[src/rtl/uhc_pkg.sv]
// Shared types and constants for the UHC (CP949) byte stream decoder.
// No dependencies; every other file of the block imports this package.
package uhc_pkg;

  localparam logic [7:0]  LEAD_LO     = 8'h81;
  localparam logic [7:0]  LEAD_HI     = 8'hFE;
  localparam logic [7:0]  KSX_MIN     = 8'hA1;
  localparam logic [15:0] KSX_HOLE_A  = 16'hA2E6;
  localparam logic [15:0] KSX_HOLE_B  = 16'hA2E7;
  localparam logic [7:0]  ASCII_LIMIT = 8'h80;
  localparam logic [7:0]  UPPER_LO    = 8'h41;
  localparam logic [7:0]  UPPER_HI    = 8'h5A;
  localparam logic [7:0]  LOWER_LO    = 8'h61;
  localparam logic [7:0]  LOWER_HI    = 8'h7A;

  localparam logic [1:0]  COUNT_ONE   = 2'd1;
  localparam logic [1:0]  COUNT_TWO   = 2'd2;

  typedef enum logic [1:0] {
    KIND_SINGLE = 2'd0,
    KIND_KSX    = 2'd1,
    KIND_EXT    = 2'd2,
    KIND_BAD    = 2'd3
  } kind_t;

  typedef struct packed {
    logic [7:0] data_byte;
    logic       end_of_stream;
  } in_word_t;

  typedef struct packed {
    kind_t       char_kind;
    logic [15:0] char_code;
    logic [1:0]  byte_count;
    logic        stream_done;
  } out_word_t;

  // Decoder result handed to the output stage.
  typedef struct packed {
    logic      emit;
    out_word_t word;
  } dec_t;

  function automatic logic is_lead(input logic [7:0] b);
    return (b >= LEAD_LO) && (b <= LEAD_HI);
  endfunction

  function automatic logic is_trail(input logic [7:0] b);
    return ((b >= UPPER_LO) && (b <= UPPER_HI)) ||
           ((b >= LOWER_LO) && (b <= LOWER_HI)) ||
           ((b >= LEAD_LO) && (b <= LEAD_HI));
  endfunction

endpackage

[src/rtl/uhc_in_stage.sv]
// Input register stage of the UHC decoder.
// Depends on uhc_pkg for the input word type.
module uhc_in_stage import uhc_pkg::*; (
  input  logic     clk,
  input  logic     rst_n,
  input  logic     in_valid,
  output logic     in_ready,
  input  in_word_t in_word,
  output logic     s1_valid,
  output in_word_t s1_word,
  input  logic     s1_take
);

  logic     valid_r, valid_nxt;
  in_word_t word_r;

  assign in_ready  = !valid_r || s1_take;
  assign valid_nxt = (in_valid && in_ready) || (valid_r && !s1_take);

  always_ff @(posedge clk) begin
    if (!rst_n) begin
      valid_r <= 1'b0;
    end else begin
      valid_r <= valid_nxt;
    end
  end

  always_ff @(posedge clk) begin
    if (in_valid && in_ready) begin
      word_r <= in_word;
    end
  end

  assign s1_valid = valid_r;
  assign s1_word  = word_r;

endmodule

[src/rtl/uhc_decode.sv]
// Byte classifier and pending lead byte register of the UHC decoder.
// Depends on uhc_pkg for word types, kinds and byte class helpers.
module uhc_decode import uhc_pkg::*; (
  input  logic     clk,
  input  logic     rst_n,
  input  in_word_t s1_word,
  input  logic     s1_take,
  output dec_t     dec
);

  logic       pending_r, pending_nxt;
  logic [7:0] lead_r, lead_nxt;
  logic [7:0] b;
  logic       eos;
  logic [15:0] pair;

  assign b    = s1_word.data_byte;
  assign eos  = s1_word.end_of_stream;
  assign pair = {lead_r, b};

  always_comb begin
    dec.emit             = 1'b1;
    dec.word.char_kind   = KIND_BAD;
    dec.word.char_code   = {8'h00, b};
    dec.word.byte_count  = COUNT_ONE;
    dec.word.stream_done = eos;
    pending_nxt          = 1'b0;
    lead_nxt             = lead_r;
    if (pending_r) begin
      dec.word.char_code  = pair;
      dec.word.byte_count = COUNT_TWO;
      if (is_trail(b)) begin
        if ((lead_r >= KSX_MIN) && (b >= KSX_MIN) &&
            (pair != KSX_HOLE_A) && (pair != KSX_HOLE_B)) begin
          dec.word.char_kind = KIND_KSX;
        end else begin
          dec.word.char_kind = KIND_EXT;
        end
      end
    end else if (is_lead(b)) begin
      if (!eos) begin
        // Hold the lead byte until its trail arrives.
        dec.emit    = 1'b0;
        pending_nxt = 1'b1;
        lead_nxt    = b;
      end
    end else if (b < ASCII_LIMIT) begin
      dec.word.char_kind = KIND_SINGLE;
    end
  end

  always_ff @(posedge clk) begin
    if (!rst_n) begin
      pending_r <= 1'b0;
      lead_r    <= 8'h00;
    end else if (s1_take) begin
      pending_r <= pending_nxt;
      lead_r    <= lead_nxt;
    end
  end

endmodule

[src/rtl/uhc_out_stage.sv]
// Result register stage of the UHC decoder.
// Depends on uhc_pkg for the result word and decoder types.
module uhc_out_stage import uhc_pkg::*; (
  input  logic      clk,
  input  logic      rst_n,
  input  logic      s1_valid,
  input  dec_t      dec,
  output logic      s1_take,
  output logic      out_valid,
  input  logic      out_ready,
  output out_word_t out_word
);

  logic      valid_r, valid_nxt;
  out_word_t word_r;
  logic      space;
  logic      load;

  assign space     = !valid_r || out_ready;
  assign s1_take   = s1_valid && (!dec.emit || space);
  assign load      = s1_valid && dec.emit && space;
  assign valid_nxt = load || (valid_r && !out_ready);

  always_ff @(posedge clk) begin
    if (!rst_n) begin
      valid_r <= 1'b0;
    end else begin
      valid_r <= valid_nxt;
    end
  end

  always_ff @(posedge clk) begin
    if (load) begin
      word_r <= dec.word;
    end
  end

  assign out_valid = valid_r;
  assign out_word  = word_r;

endmodule

[src/rtl/uhc_byte_stream_decoder.sv]
// Top level of the UHC (CP949) byte stream decoder.
// Depends on uhc_pkg, uhc_in_stage, uhc_decode and uhc_out_stage.
//
// This block decodes a CP949 byte stream one byte per word and delivers at
// most one character word per input byte. A lead byte (0x81 to 0xFE) is held
// internally and produces no output until the next byte pairs with it; the
// pair is reported as KS X 1001, extended UHC or invalid. ASCII bytes pass
// through as singles, while 0x80 and 0xFF are flagged invalid. When a word
// carries end_of_stream, any pending lead is resolved and the decoder starts
// fresh on the next byte. Throughput is one byte per clock while out_ready is
// high: a byte passes through an input register, a single level of
// classification logic and a result register, from which its result can be
// taken at the following edge. The only feedback is the one-byte pending lead
// register, which is updated in the same cycle a byte leaves the input
// register. Backpressure from out_ready reaches in_ready combinationally
// through the take logic of both stage registers, and a held lead byte never
// occupies the result register.
module uhc_byte_stream_decoder import uhc_pkg::*; (
  input  logic      clk,
  input  logic      rst_n,
  input  logic      in_valid,
  output logic      in_ready,
  input  in_word_t  in_word,
  output logic      out_valid,
  input  logic      out_ready,
  output out_word_t out_word
);

  logic     s1_valid;
  in_word_t s1_word;
  logic     s1_take;
  dec_t     dec;

  // Input register: holds one accepted byte until it is classified.
  uhc_in_stage u_in (
    .clk      (clk),
    .rst_n    (rst_n),
    .in_valid (in_valid),
    .in_ready (in_ready),
    .in_word  (in_word),
    .s1_valid (s1_valid),
    .s1_word  (s1_word),
    .s1_take  (s1_take)
  );

  // Classification and lead byte state, advanced only when the byte moves on.
  uhc_decode u_dec (
    .clk     (clk),
    .rst_n   (rst_n),
    .s1_word (s1_word),
    .s1_take (s1_take),
    .dec     (dec)
  );

  // Result register: a byte that emits nothing leaves even when it is full.
  uhc_out_stage u_out (
    .clk       (clk),
    .rst_n     (rst_n),
    .s1_valid  (s1_valid),
    .dec       (dec),
    .s1_take   (s1_take),
    .out_valid (out_valid),
    .out_ready (out_ready),
    .out_word  (out_word)
  );

endmodule

[config.mk]
export PLATFORM = sky130hd
export DESIGN_NAME = uhc_byte_stream_decoder
export DESIGN_NICKNAME = d
export VERILOG_FILES = /design/src/rtl/uhc_pkg.sv /design/src/rtl/uhc_in_stage.sv /design/src/rtl/uhc_decode.sv /design/src/rtl/uhc_out_stage.sv /design/src/rtl/uhc_byte_stream_decoder.sv
export SDC_FILE = /design/constraint.sdc
export NUM_CORES = 1
export LEC_CHECK = 0
export CORE_MARGIN = 5
export CORE_UTILIZATION = 60
export DETAILED_ROUTE_END_ITERATION = 12
export DONT_BUFFER_PORTS = 1
export PLACE_DENSITY_LB_ADDON = 0.05
export SETUP_SLACK_MARGIN = 0.05
export SLEW_MARGIN = 0
export SYNTH_ARGS = -nofsm -noshare
export SYNTH_HDL_FRONTEND = slang
export SYNTH_HIERARCHICAL = 1
export SYNTH_SLANG_ARGS = --single-unit
[constraint.sdc]
create_clock -name clk -period 2.7 [get_ports clk]
set_input_delay 0.405 -clock clk [delete_from_list [all_inputs] [get_ports clk]]
set_output_delay 0.405 -clock clk [all_outputs]
set_load 0.01 [all_outputs]
==> qor.csv, run 1 <==
stage,metric,value,unit
outcome,outcome,finished clean,
floorplan,row count,19,
layout,antenna cells,0,
clock_network,clock root buffer,clkbuf_4,
global_route,GRT Util Overall,14.3,%
setup_path,Worst Path Arrival,1850,ps
sta,Worst slew margin,77.1,%
clock_network,post-CTS setup buffers,0,
global_route,grt ovf,0,
layout,"commonest non-fill, non-tap cell in the layout",edfxtp_1,
logic_synthesis,register area share after synthesis,67.8,%
drt,Final ANT Viol Nets,0,
logic_synthesis,Post-Syn Area per Cell,13.0,um^2
drt,drt via density,5.91,
clock_network,CTS buffer count,5,
clock_network,clock latency on the worst-skew pair,350,ps
logic_synthesis,synth warn,6,
floorplan,Ports,36,
placement,IO buf count,0,
clock_network,cts hold-fix bufs,0,
clock_network,Clock Path Buffers,2,
global_route,first-pass GRT wire length,4330,um
sta,Fin. Hold Viols,0,
flow_run,Max-cap violations,0,
sta,Worst-Margin Slew,342,ps
power_and_ir_drop,power density over the cells,725,mW/mm^2
floorplan,die height,62.5,um
sta,Final setup viols,0,
floorplan,die footprint,0.00390,mm^2
power_and_ir_drop,Comb pwr share,4.6,%
worst_hold_path,Hold Crit Class,in -> reg,
logic_synthesis,synthesized cell area,0.00165,mm^2
logic_synthesis,Seq cells post-synth,41,
layout,"commonest non-fill, non-tap cells in the layout","30 x edfxtp_1, 11 x nand2_1, 11 x dfxtp_1",
setup_path,CP Launch Type,register,
power_and_ir_drop,sequential share of power,59.8,%
sta,Tcrit/Tclk final,83.4,%
sta,fin crit period,2250,ps
logic_synthesis,"Top FF cell, synth",edfxtp_1,
clock_network,"Reg clk slew, reported paths",110,ps
layout,share of layout cells above drive strength 1,15.3,%
global_route,vias in the first global route,896,
drt,Via Count,916,
power_and_ir_drop,Sw Pwr,261,uW
setup_path,element type at the critical path end,output port,
clock_network,CTS tree,done,
floorplan,initial core utilization,61.5,%
drt,DRC viols,0,
floorplan,Die W,62.5,um
drt,First-pass DRT Iterations,4,
sta,RSZ-0062 raised after global routing,false,
logic_synthesis,"Distinct cells, synth",35,
placement,detailed placer's ending HPWL,1820,um
sta,setup TNS,0,ps
global_route,pin count of the biggest net entering global routing,19,
sta,Max Slew Vio Count,0,
logic_synthesis,Post-Syn Instances,127,
setup_path,Worst EP required,2300,ps
floorplan,core area,0.00269,mm^2
drt,number of DRC violations after detailed-routing iteration 0,31,
power_and_ir_drop,Static Leakage,0.596,nW
drt,Avg WL per Cell,17.1,um
power_and_ir_drop,Clk network pwr share,35.6,%
layout,area grow syn2layout,3.86,%
clock_network,CTS Sinks,41,
layout,Nets,136,
global_route,initial antenna violation count,0,
setup_path,kind of critical path,reg -> out,
power_and_ir_drop,Worst VDD drop,0.555,mV
drt,WL final,2650,um
sta,worst clock skew,8.37,ps
setup_path,Crit Path Max Fanout,4,
logic_synthesis,Syn Nets,140,
layout,Final Non-Filler Cells,155,
layout,Fill cells,210,
sta,final hold slack,145,ps
placement,GP Congestion,0.807,
sta,fmax,444,MHz
power_and_ir_drop,switching share of power,21.0,%
placement,placed cells,147,
power_and_ir_drop,internal cell power,984,uW
clock_network,H-tree levels,2,
logic_synthesis,"EDFF count, synth",30,
logic_synthesis,async set-reset flop share out of synthesis,0,%
clock_network,PostCTS Resize Cnt,0,
==> registers in the layout, summed over array words and instances (netlist names) <==
register	count
u_in/s1_word	9
u_out/out_word	21
u_in/s1_valid	1
u_dec/pending_r	1
u_dec/lead_r	8
u_out/out_valid	1
==> stage by stage <==
step	cell area, um^2	utilization [%]	worst slack, ps	power [mW]
floorplan	1650	-	300	0.808
global placement	1620	60.3	772	0.814
detailed placement	1620	60.3	731	0.816
CTS	1720	63.9	444	1.25
global route	1720	63.9	289	1.29
finish	1720	63.9	450	1.24
==> path summary, 6_finish.rpt <==
check | start | endpoint | slack, ps | cells past startpoint
worst max-delay path | u_in/s1_word[8] | in_ready | 450 | 5
worst min-delay path | in_word[4] | u_in/s1_word[4] | 150 | 0
worst max register to register | u_in/s1_word[8] | u_dec/lead_r[4] | 700 | 7
worst min register to register | u_dec/lead_r[0] | u_dec/lead_r[0] | 490 | 2
==> logic make-up (layout without fill, tap and decap cells) <==
| kind of cell | after synthesis | count (layout) | synth area share (%) |
|---|---|---|---|
| AND/OR/NAND/NOR | 45 | 45 | 15.7 |
| buffers and inverters | 19 | 16 | 7.04 |
| multiplexers | 1 | 1 | 0.606 |
| flip-flops | 41 | 41 | 67.8 |
| AO/OA/AOI/OAI | 21 | 21 | 8.86 |
==> power by group through the flow <==
stage / combinational, mW / clock (mW) / sequential [mW]
2_1_floorplan: 0.0576 / 0 / 0.751
3_3_place_gp: 0.0562 / 0 / 0.758
3_5_place_dp: 0.0571 / 0 / 0.759
4_1_cts: 0.0580 / 0.448 / 0.745
5_1_grt: 0.0647 / 0.481 / 0.748
6_report: 0.0577 / 0.443 / 0.744
==> synth_stat cells (all sizes together) (2+ instances only) <==
cell type / number / area share [%]
nand4: 3 / 1.5
a211oi: 2 / 0.91
nor3: 2 / 0.61
and2: 9 / 3.6
dfxtp: 11 / 13
a21boi: 4 / 2.0
o21ai: 8 / 2.4
inv: 5 / 1.1
nand3: 9 / 2.7
nand2b: 2 / 1.2
edfxtp: 30 / 55
nand2: 11 / 2.5
clkbuf: 2 / 0.45
nor2: 4 / 0.91
buf: 12 / 5.5
==> per-layer routing <==
metal,track usage (%),share of wire (%),vias to the layer above,wire (um)
met5,0,0,-,0
met4,5.57,1.7,0,45
met3,6.29,6.7,7,178
met2,22.7,47,40,1240
met1,17.0,45,430,1190
li1,-,-,439,-
==> critical path, stage by stage, from the launching register on <==
cell	delay (ps)
edfxtp_1	430
inv_1	120
nor3_1	300
nand3_1	150
a21boi_1	280
nand2b_4	220
==> layout make-up <==
cell class	count	area, um^2	area share [%]
clock inverters	2	35.0	2.04
clock buffers	6	62.6	3.64
multi-input cells	67	418	24.3
flip-flops and latches	41	1120	65.3
repair buffers	3	22.5	1.31
well taps	31	38.8	2.26
inverters	5	18.8	1.09
(Power assumes the default switching activity.)
==> run 2, diff against run 1 <==
Settings changed: CORE_UTILIZATION 60 to 55.
Clock period 2.7 ns to 1.9 ns, I/O delays scaled along.
==> qor.csv, run 2 (synthesized netlist as in run 1, its figures left out) <==
stage,metric,value,unit,change
global_route,pin count of the biggest net entering global routing,19,,unchanged
power_and_ir_drop,Worst VDD drop,0.601,mV,+8.2%
outcome,failing checks,setup timing,,
floorplan,initial core utilization,58.4,%,-3.1 points
setup_path,worst r2r src,u_in/s1_word[2],,
sta,Worst-Margin Slew,373,ps,+30.4 ps
layout,antenna cells,0,,unchanged
global_route,grt ovf,0,,unchanged
floorplan,die footprint,0.00420,mm^2,+7.6%
sta,RSZ-0062 raised after global routing,true,,
setup_path,critical path startpoint,u_in/s1_word[2],,
placement,GP Congestion,0.791,,-1.9%
sta,fin crit period,1910,ps,
sta,setup TNS,-13.6,ps,-13.6 ps
drt,drt via density,5.98,,+1.2%
sta,Tcrit/Tclk final,101,%,
sta,Final setup viols,1,,+1
power_and_ir_drop,Sw Pwr,366,uW,+40%
floorplan,die height,64.8,um,+3.7%
sta,Fin. Hold Viols,0,,unchanged
drt,number of DRC violations after detailed-routing iteration 0,45,,+45%
drt,First-pass DRT Iterations,4,,unchanged
worst_hold_path,Hold Crit Class,in -> reg,,
power_and_ir_drop,Comb pwr share,9.8,%,+5.2 points
placement,IO buf count,0,,unchanged
global_route,first-pass GRT wire length,4750,um,+9.7%
setup_path,CP max stage delay,480,ps,+50 ps
setup_path,CP Launch Type,register,,
worst_hold_path,hold path start,in_word[2],,
layout,"commonest non-fill, non-tap cell in the layout",edfxtp_1,,
setup_path,Worst EP required,1620,ps,-680 ps
drt,Avg WL per Cell,17.5,um,+2.3%
sta,Final WS setup,-13.6,ps,-463 ps
layout,final instance area,0.00196,mm^2,+14%
clock_network,cts hold-fix bufs,0,,unchanged
sta,Max Slew Vio Count,0,,unchanged
floorplan,row count,19,,unchanged
drt,top sig layer,met4,,
power_and_ir_drop,internal cell power,1.22,mW,+24%
sta,final hold slack,25.0,ps,-120 ps
power_and_ir_drop,Static Leakage,0.711,nW,+19%
clock_network,CTS Sinks,41,,unchanged
setup_path,CP cell instances,nor4_4 > nand2_2 > nand3_2 > a21boi_2 > nand2b_4,,
layout,"commonest non-fill, non-tap cells in the layout","30 x edfxtp_1, 27 x buf_4, 11 x dfxtp_1",,
placement,Post-DP Area,0.00173,mm^2,+7.0%
setup_path,Worst Path Arrival,1630,ps,-220 ps
floorplan,core area,0.00283,mm^2,+5.3%
setup_path,FF-to-FF End,u_out/out_word[19],,
layout,Fill cells,194,,-7.6%
layout,Register Area,0.00112,mm^2,unchanged
outcome,outcome,"complete, but fails checks",,
clock_network,H-tree levels,2,,unchanged
power_and_ir_drop,Clk network pwr share,24.1,%,-12 points
global_route,GRT Util Overall,15.4,%,+1.1 points
clock_network,Clock Path Buffers,2,,unchanged
sta,Worst slew margin,75.1,%,-2.0 points
setup_path,Crit Path Max Fanout,4,,unchanged
sta,fmax,523,MHz,
layout,area grow syn2layout,18.7,%,
worst_hold_path,WHS Path Cells,0,,unchanged
drt,Final ANT Viol Nets,0,,unchanged
power_and_ir_drop,switching share of power,23.1,%,+2.1 points
setup_path,kind of critical path,reg -> out,,
placement,detailed placer's ending HPWL,1930,um,+5.9%
setup_path,element type at the critical path end,output port,,
setup_path,r2r setup slk,90,ps,-610 ps
layout,Nets,163,,+20%
global_route,initial antenna violation count,0,,unchanged
drt,met1 wire length,1320,um,+11%
drt,Via Count,1082,,+18%
drt,Met3 Wirelength,228,um,+28%
layout,share of layout cells above drive strength 1,35.3,%,+20 points
clock_network,CTS tree,done,,
sta,worst clock skew,9.34,ps,+0.972 ps
floorplan,Die W,64.8,um,+3.7%
drt,DRC viols,0,,unchanged
drt,DR WL met2,1510,um,+22%
clock_network,CTS buffer count,5,,unchanged
global_route,vias in the first global route,1006,,+12%
layout,max reg flops,21,,unchanged
flow_run,Max-cap violations,0,,unchanged
setup_path,Slowest cell on crit path,edfxtp_1,,
clock_network,"Reg clk slew, reported paths",110,ps,about the same
drt,WL final,3170,um,+20%
clock_network,clock latency on the worst-skew pair,350,ps,about the same
clock_network,clock root buffer,clkbuf_4,,
layout,area occupied by multi-input gates,495,um^2,+19%
setup_path,worst-case reg-to-reg path depth,7,,unchanged
power_and_ir_drop,sequential share of power,66.2,%,+6.4 points
worst_hold_path,worst hold endpoint,u_in/s1_word[2],,
power_and_ir_drop,power density over the cells,808,mW/mm^2,+12%
floorplan,Ports,36,,unchanged
## run 2: cell types whose count changed in the layout (fill, tap and decap cells not counted), sizes merged
cell | before | now
buf | 3 | 29
bufinv | 1 | 0
nand4 | 3 | 4
## run 2: per-stage QoR
step | utilization (%) | power, mW | instances | setup slack (ps)
after detailed placement | 61.2 | 1.19 | 158 | -1.16
after global routing | 69.3 | 1.66 | 181 | -85.4
after CTS | 66.5 | 1.57 | 177 | 26.2
final | 69.3 | 1.59 | 181 | -13.6
after global placement | 61.2 | 1.18 | 158 | 85.1
after floorplan | - | 1.15 | 127 | 56.0
## run 2: worst max path at each step
| stage | depth (start not counted) | endpoint | slack, ps |
|---|---|---|---|
| floorplan | 5 | u_out/out_word[0] | 60 |
| global placement | 6 | u_in/s1_word[0] | 90 |
| detailed placement | 7 | u_dec/lead_r[5] | -1 |
| CTS | 5 | in_ready | 30 |
| global route | 5 | in_ready | -90 |
| finish | 5 | in_ready | -10 |
## run 2: routing by layer
metal | global-route usage [%] | vias up
li1 | - | 500
met1 | 16.6 | 508
met2 | 25.8 | 60
met3 | 7.25 | 14
met4 | 6.60 | 0
met5 | 0 | -
## run 2: timing repair
item,4_1_cts,5_1_grt
setup buffers,12,3
gates resized for setup,3,9
endpoints found under the setup margin,17,40
cloned,0,1
pin swaps,5,5
## run 2: critical path: cells and delay by family (launching register included)
family | cells | cell delay, ps
simple gates | 4 | 740
flops | 1 | 480
compound gates | 1 | 60
## run 2: layout make-up
type / instances / area share [%]
Timing Repair Buffer: 29 / 12.4
Inverter: 5 / 0.957
Clock buffer: 6 / 2.10
Sequential cell: 41 / 57.1
Clock inverter: 1 / 0.191
Multi-Input combinational cell: 68 / 25.3
Tap cell: 31 / 1.98
## run 2: power groups by stage
stage	Clock [mW]	Combinational, mW	Sequential (mW)
floorplan	0	0.0840	1.07
global placement	0	0.115	1.07
detailed placement	0	0.117	1.07
CTS	0.390	0.138	1.05
global route	0.439	0.166	1.05
finish	0.382	0.155	1.05
==> run 3, diff against run 2 <==
Settings changed: SETUP_SLACK_MARGIN 0.05 to 0.5, TNS_END_PERCENT set to 30.
==> qor.csv, run 3 (synthesized netlist as in run 1, its figures left out) <==
stage,metric,value,unit,change
sta,Tcrit/Tclk final,100,%,-0.69 points
clock_network,clock latency on the worst-skew pair,360,ps,about the same
setup_path,Worst EP required,1620,ps,about the same
global_route,met1 Usage GRT,19.7,%,+3.0 points
drt,DRC viols,0,,unchanged
outcome,outcome,"complete, but fails checks",,
worst_hold_path,Hold Crit Class,in -> reg,,
drt,drt via density,5.83,,-2.5%
setup_path,worst r2r src,u_in/s1_word[4],,
drt,WL final,3120,um,-1.4%
drt,Avg WL per Cell,17.8,um,+1.4%
sta,worst clock skew,18.4,ps,+9.10 ps
global_route,GR Layer Usage met2,27.1,%,+1.3 points
setup_path,FF-to-FF End,u_out/out_word[4],,
clock_network,CTS buffer count,5,,unchanged
sta,RSZ-0062 raised after global routing,true,,
floorplan,core area,0.00283,mm^2,unchanged
floorplan,Ports,36,,unchanged
sta,fmax,526,MHz,+0.69%
sta,Worst-Margin Slew,366,ps,-6.52 ps
floorplan,die footprint,0.00420,mm^2,unchanged
sta,Final setup viols,1,,unchanged
layout,antenna cells,0,,unchanged
placement,GP Congestion,0.815,,+3.0%
drt,Via Count,1026,,-5.2%
global_route,initial antenna violation count,0,,unchanged
drt,Final ANT Viol Nets,0,,unchanged
layout,share of layout cells above drive strength 1,44.8,%,+9.5 points
power_and_ir_drop,power density over the cells,858,mW/mm^2,+6.1%
drt,First-pass DRT Iterations,4,,unchanged
sta,fin crit period,1900,ps,-13.1 ps
clock_network,clock root buffer,clkbuf_4,,
layout,"commonest non-fill, non-tap cells in the layout","30 x edfxtp_1, 20 x buf_4, 11 x dfxtp_1",,
setup_path,kind of critical path,reg -> out,,
floorplan,Die W,64.8,um,unchanged
setup_path,Worst Path Arrival,1620,ps,about the same
layout,area grow syn2layout,23.8,%,
global_route,GRT Util Overall,16.7,%,+1.3 points
floorplan,row count,19,,unchanged
global_route,GRT Max-Usage Layer,met2,,
drt,number of DRC violations after detailed-routing iteration 0,54,,+20%
sta,Max Slew Vio Count,0,,unchanged
clock_network,cts hold-fix bufs,0,,unchanged
layout,Nets,157,,-3.7%
floorplan,die height,64.8,um,unchanged
clock_network,CTS Sinks,41,,unchanged
layout,final instance area,0.00205,mm^2,+4.3%
setup_path,Crit Path Max Fanout,4,,unchanged
sta,Worst slew margin,75.5,%,+0.44 points
clock_network,H-tree levels,2,,unchanged
placement,detailed placer's ending HPWL,1950,um,+0.92%
power_and_ir_drop,Static Leakage,0.715,nW,+0.56%
placement,IO buf count,0,,unchanged
setup_path,CP Launch Type,register,,
sta,Fin. Hold Viols,0,,unchanged
worst_hold_path,hold path start,in_word[4],,
clock_network,CTS tree,done,,
setup_path,r2r setup slk,100,ps,about the same
worst_hold_path,WHS Path Cells,0,,unchanged
power_and_ir_drop,Worst VDD drop,0.828,mV,+38%
sta,final hold slack,32.9,ps,+7.95 ps
setup_path,element type at the critical path end,output port,,
placement,Post-DP Area,0.00170,mm^2,-1.6%
floorplan,initial core utilization,58.4,%,unchanged
worst_hold_path,worst hold endpoint,u_in/s1_word[4],,
flow_run,Max-cap violations,0,,unchanged
global_route,pin count of the biggest net entering global routing,22,,+3
outcome,failing checks,setup timing,,
power_and_ir_drop,Tot Pwr,1.76,mW,+11%
setup_path,worst-case reg-to-reg path depth,7,,unchanged
global_route,grt met3 use,6.91,%,-0.35 points
layout,"commonest non-fill, non-tap cell in the layout",edfxtp_1,,
clock_network,Clock Path Buffers,2,,unchanged
setup_path,critical path startpoint,u_in/s1_word[3],,
clock_network,"Reg clk slew, reported paths",100,ps,about the same
sta,Final WS setup,-0.499,ps,+13.1 ps
global_route,grt ovf,0,,unchanged
global_route,first-pass GRT wire length,5110,um,+7.5%
global_route,vias in the first global route,1046,,+4.0%
layout,max reg flops,21,,unchanged
-- run 3: cell types whose count changed in the layout (fill, tap and decap cells not counted), sizes merged --
| cell | delta |
|---|---|
| buf | -6 |
| bufinv | +1 |
-- run 3: report_power, final --
group	switching, mW	leakage, nW	internal [mW]
clock	0.263	0.0422	0.276
combinational	0.0877	0.297	0.0766
sequential	0.0413	0.376	1.01
total	0.392	0.715	1.36
-- run 3: per-layer routing --
metal  routed length, um  vias up
li1                    -      489
met1                1270      491
met2                1620       42
met3                 193        4
met4                  36        0
met5                   0        -
-- run 3: critical path, cell delays in order (launching register included) --
cell      delay, ps
edfxtp_1        480
and4_4          210
nand4_1         130
nand3_2         120
a21boi_2        160
nand2b_4        170
-- run 3: how the worst max path moves through the flow --
| stage | end | slack (ps) |
|---|---|---|
| after floorplan | u_out/out_word[0] | 80 |
| after global placement | u_in/s1_word[0] | 60 |
| after detailed placement | u_dec/lead_r[0] | -10 |
| after CTS | in_ready | -2 |
| after global routing | in_ready | -110 |
| final | in_ready | -0.5 |
-- run 3: cell type report --
class / instances / area (um^2)
sequential: 41 / 1120
timing repair buffer: 23 / 193
tap: 31 / 38.8
multi-input combinational: 68 / 598
inverter: 5 / 18.8
fill: 173 / 783
clock inverter: 2 / 35.0
clock buffer: 6 / 41.3
-- run 3: what timing repair did --
item                       CTS  global route
setup endpoints to repair   44            44
pin swaps                   19            10
buffers inserted            10             2
cloned                       1             0
resized for setup           35             7
-- run 3: metrics by stage --
| step | TNS [ps] | utilization, % | std cells | setup WS, ps |
|---|---|---|---|---|
| floorplan | 0 | - | 127 | 75.9 |
| global placement | 0 | 60.2 | 155 | 55.1 |
| detailed placement | -62.5 | 60.2 | 155 | -11.8 |
| CTS | -1.53 | 70.7 | 174 | -1.53 |
| global route | -302 | 72.3 | 176 | -107 |
| finish | -0.499 | 72.3 | 176 | -0.499 |
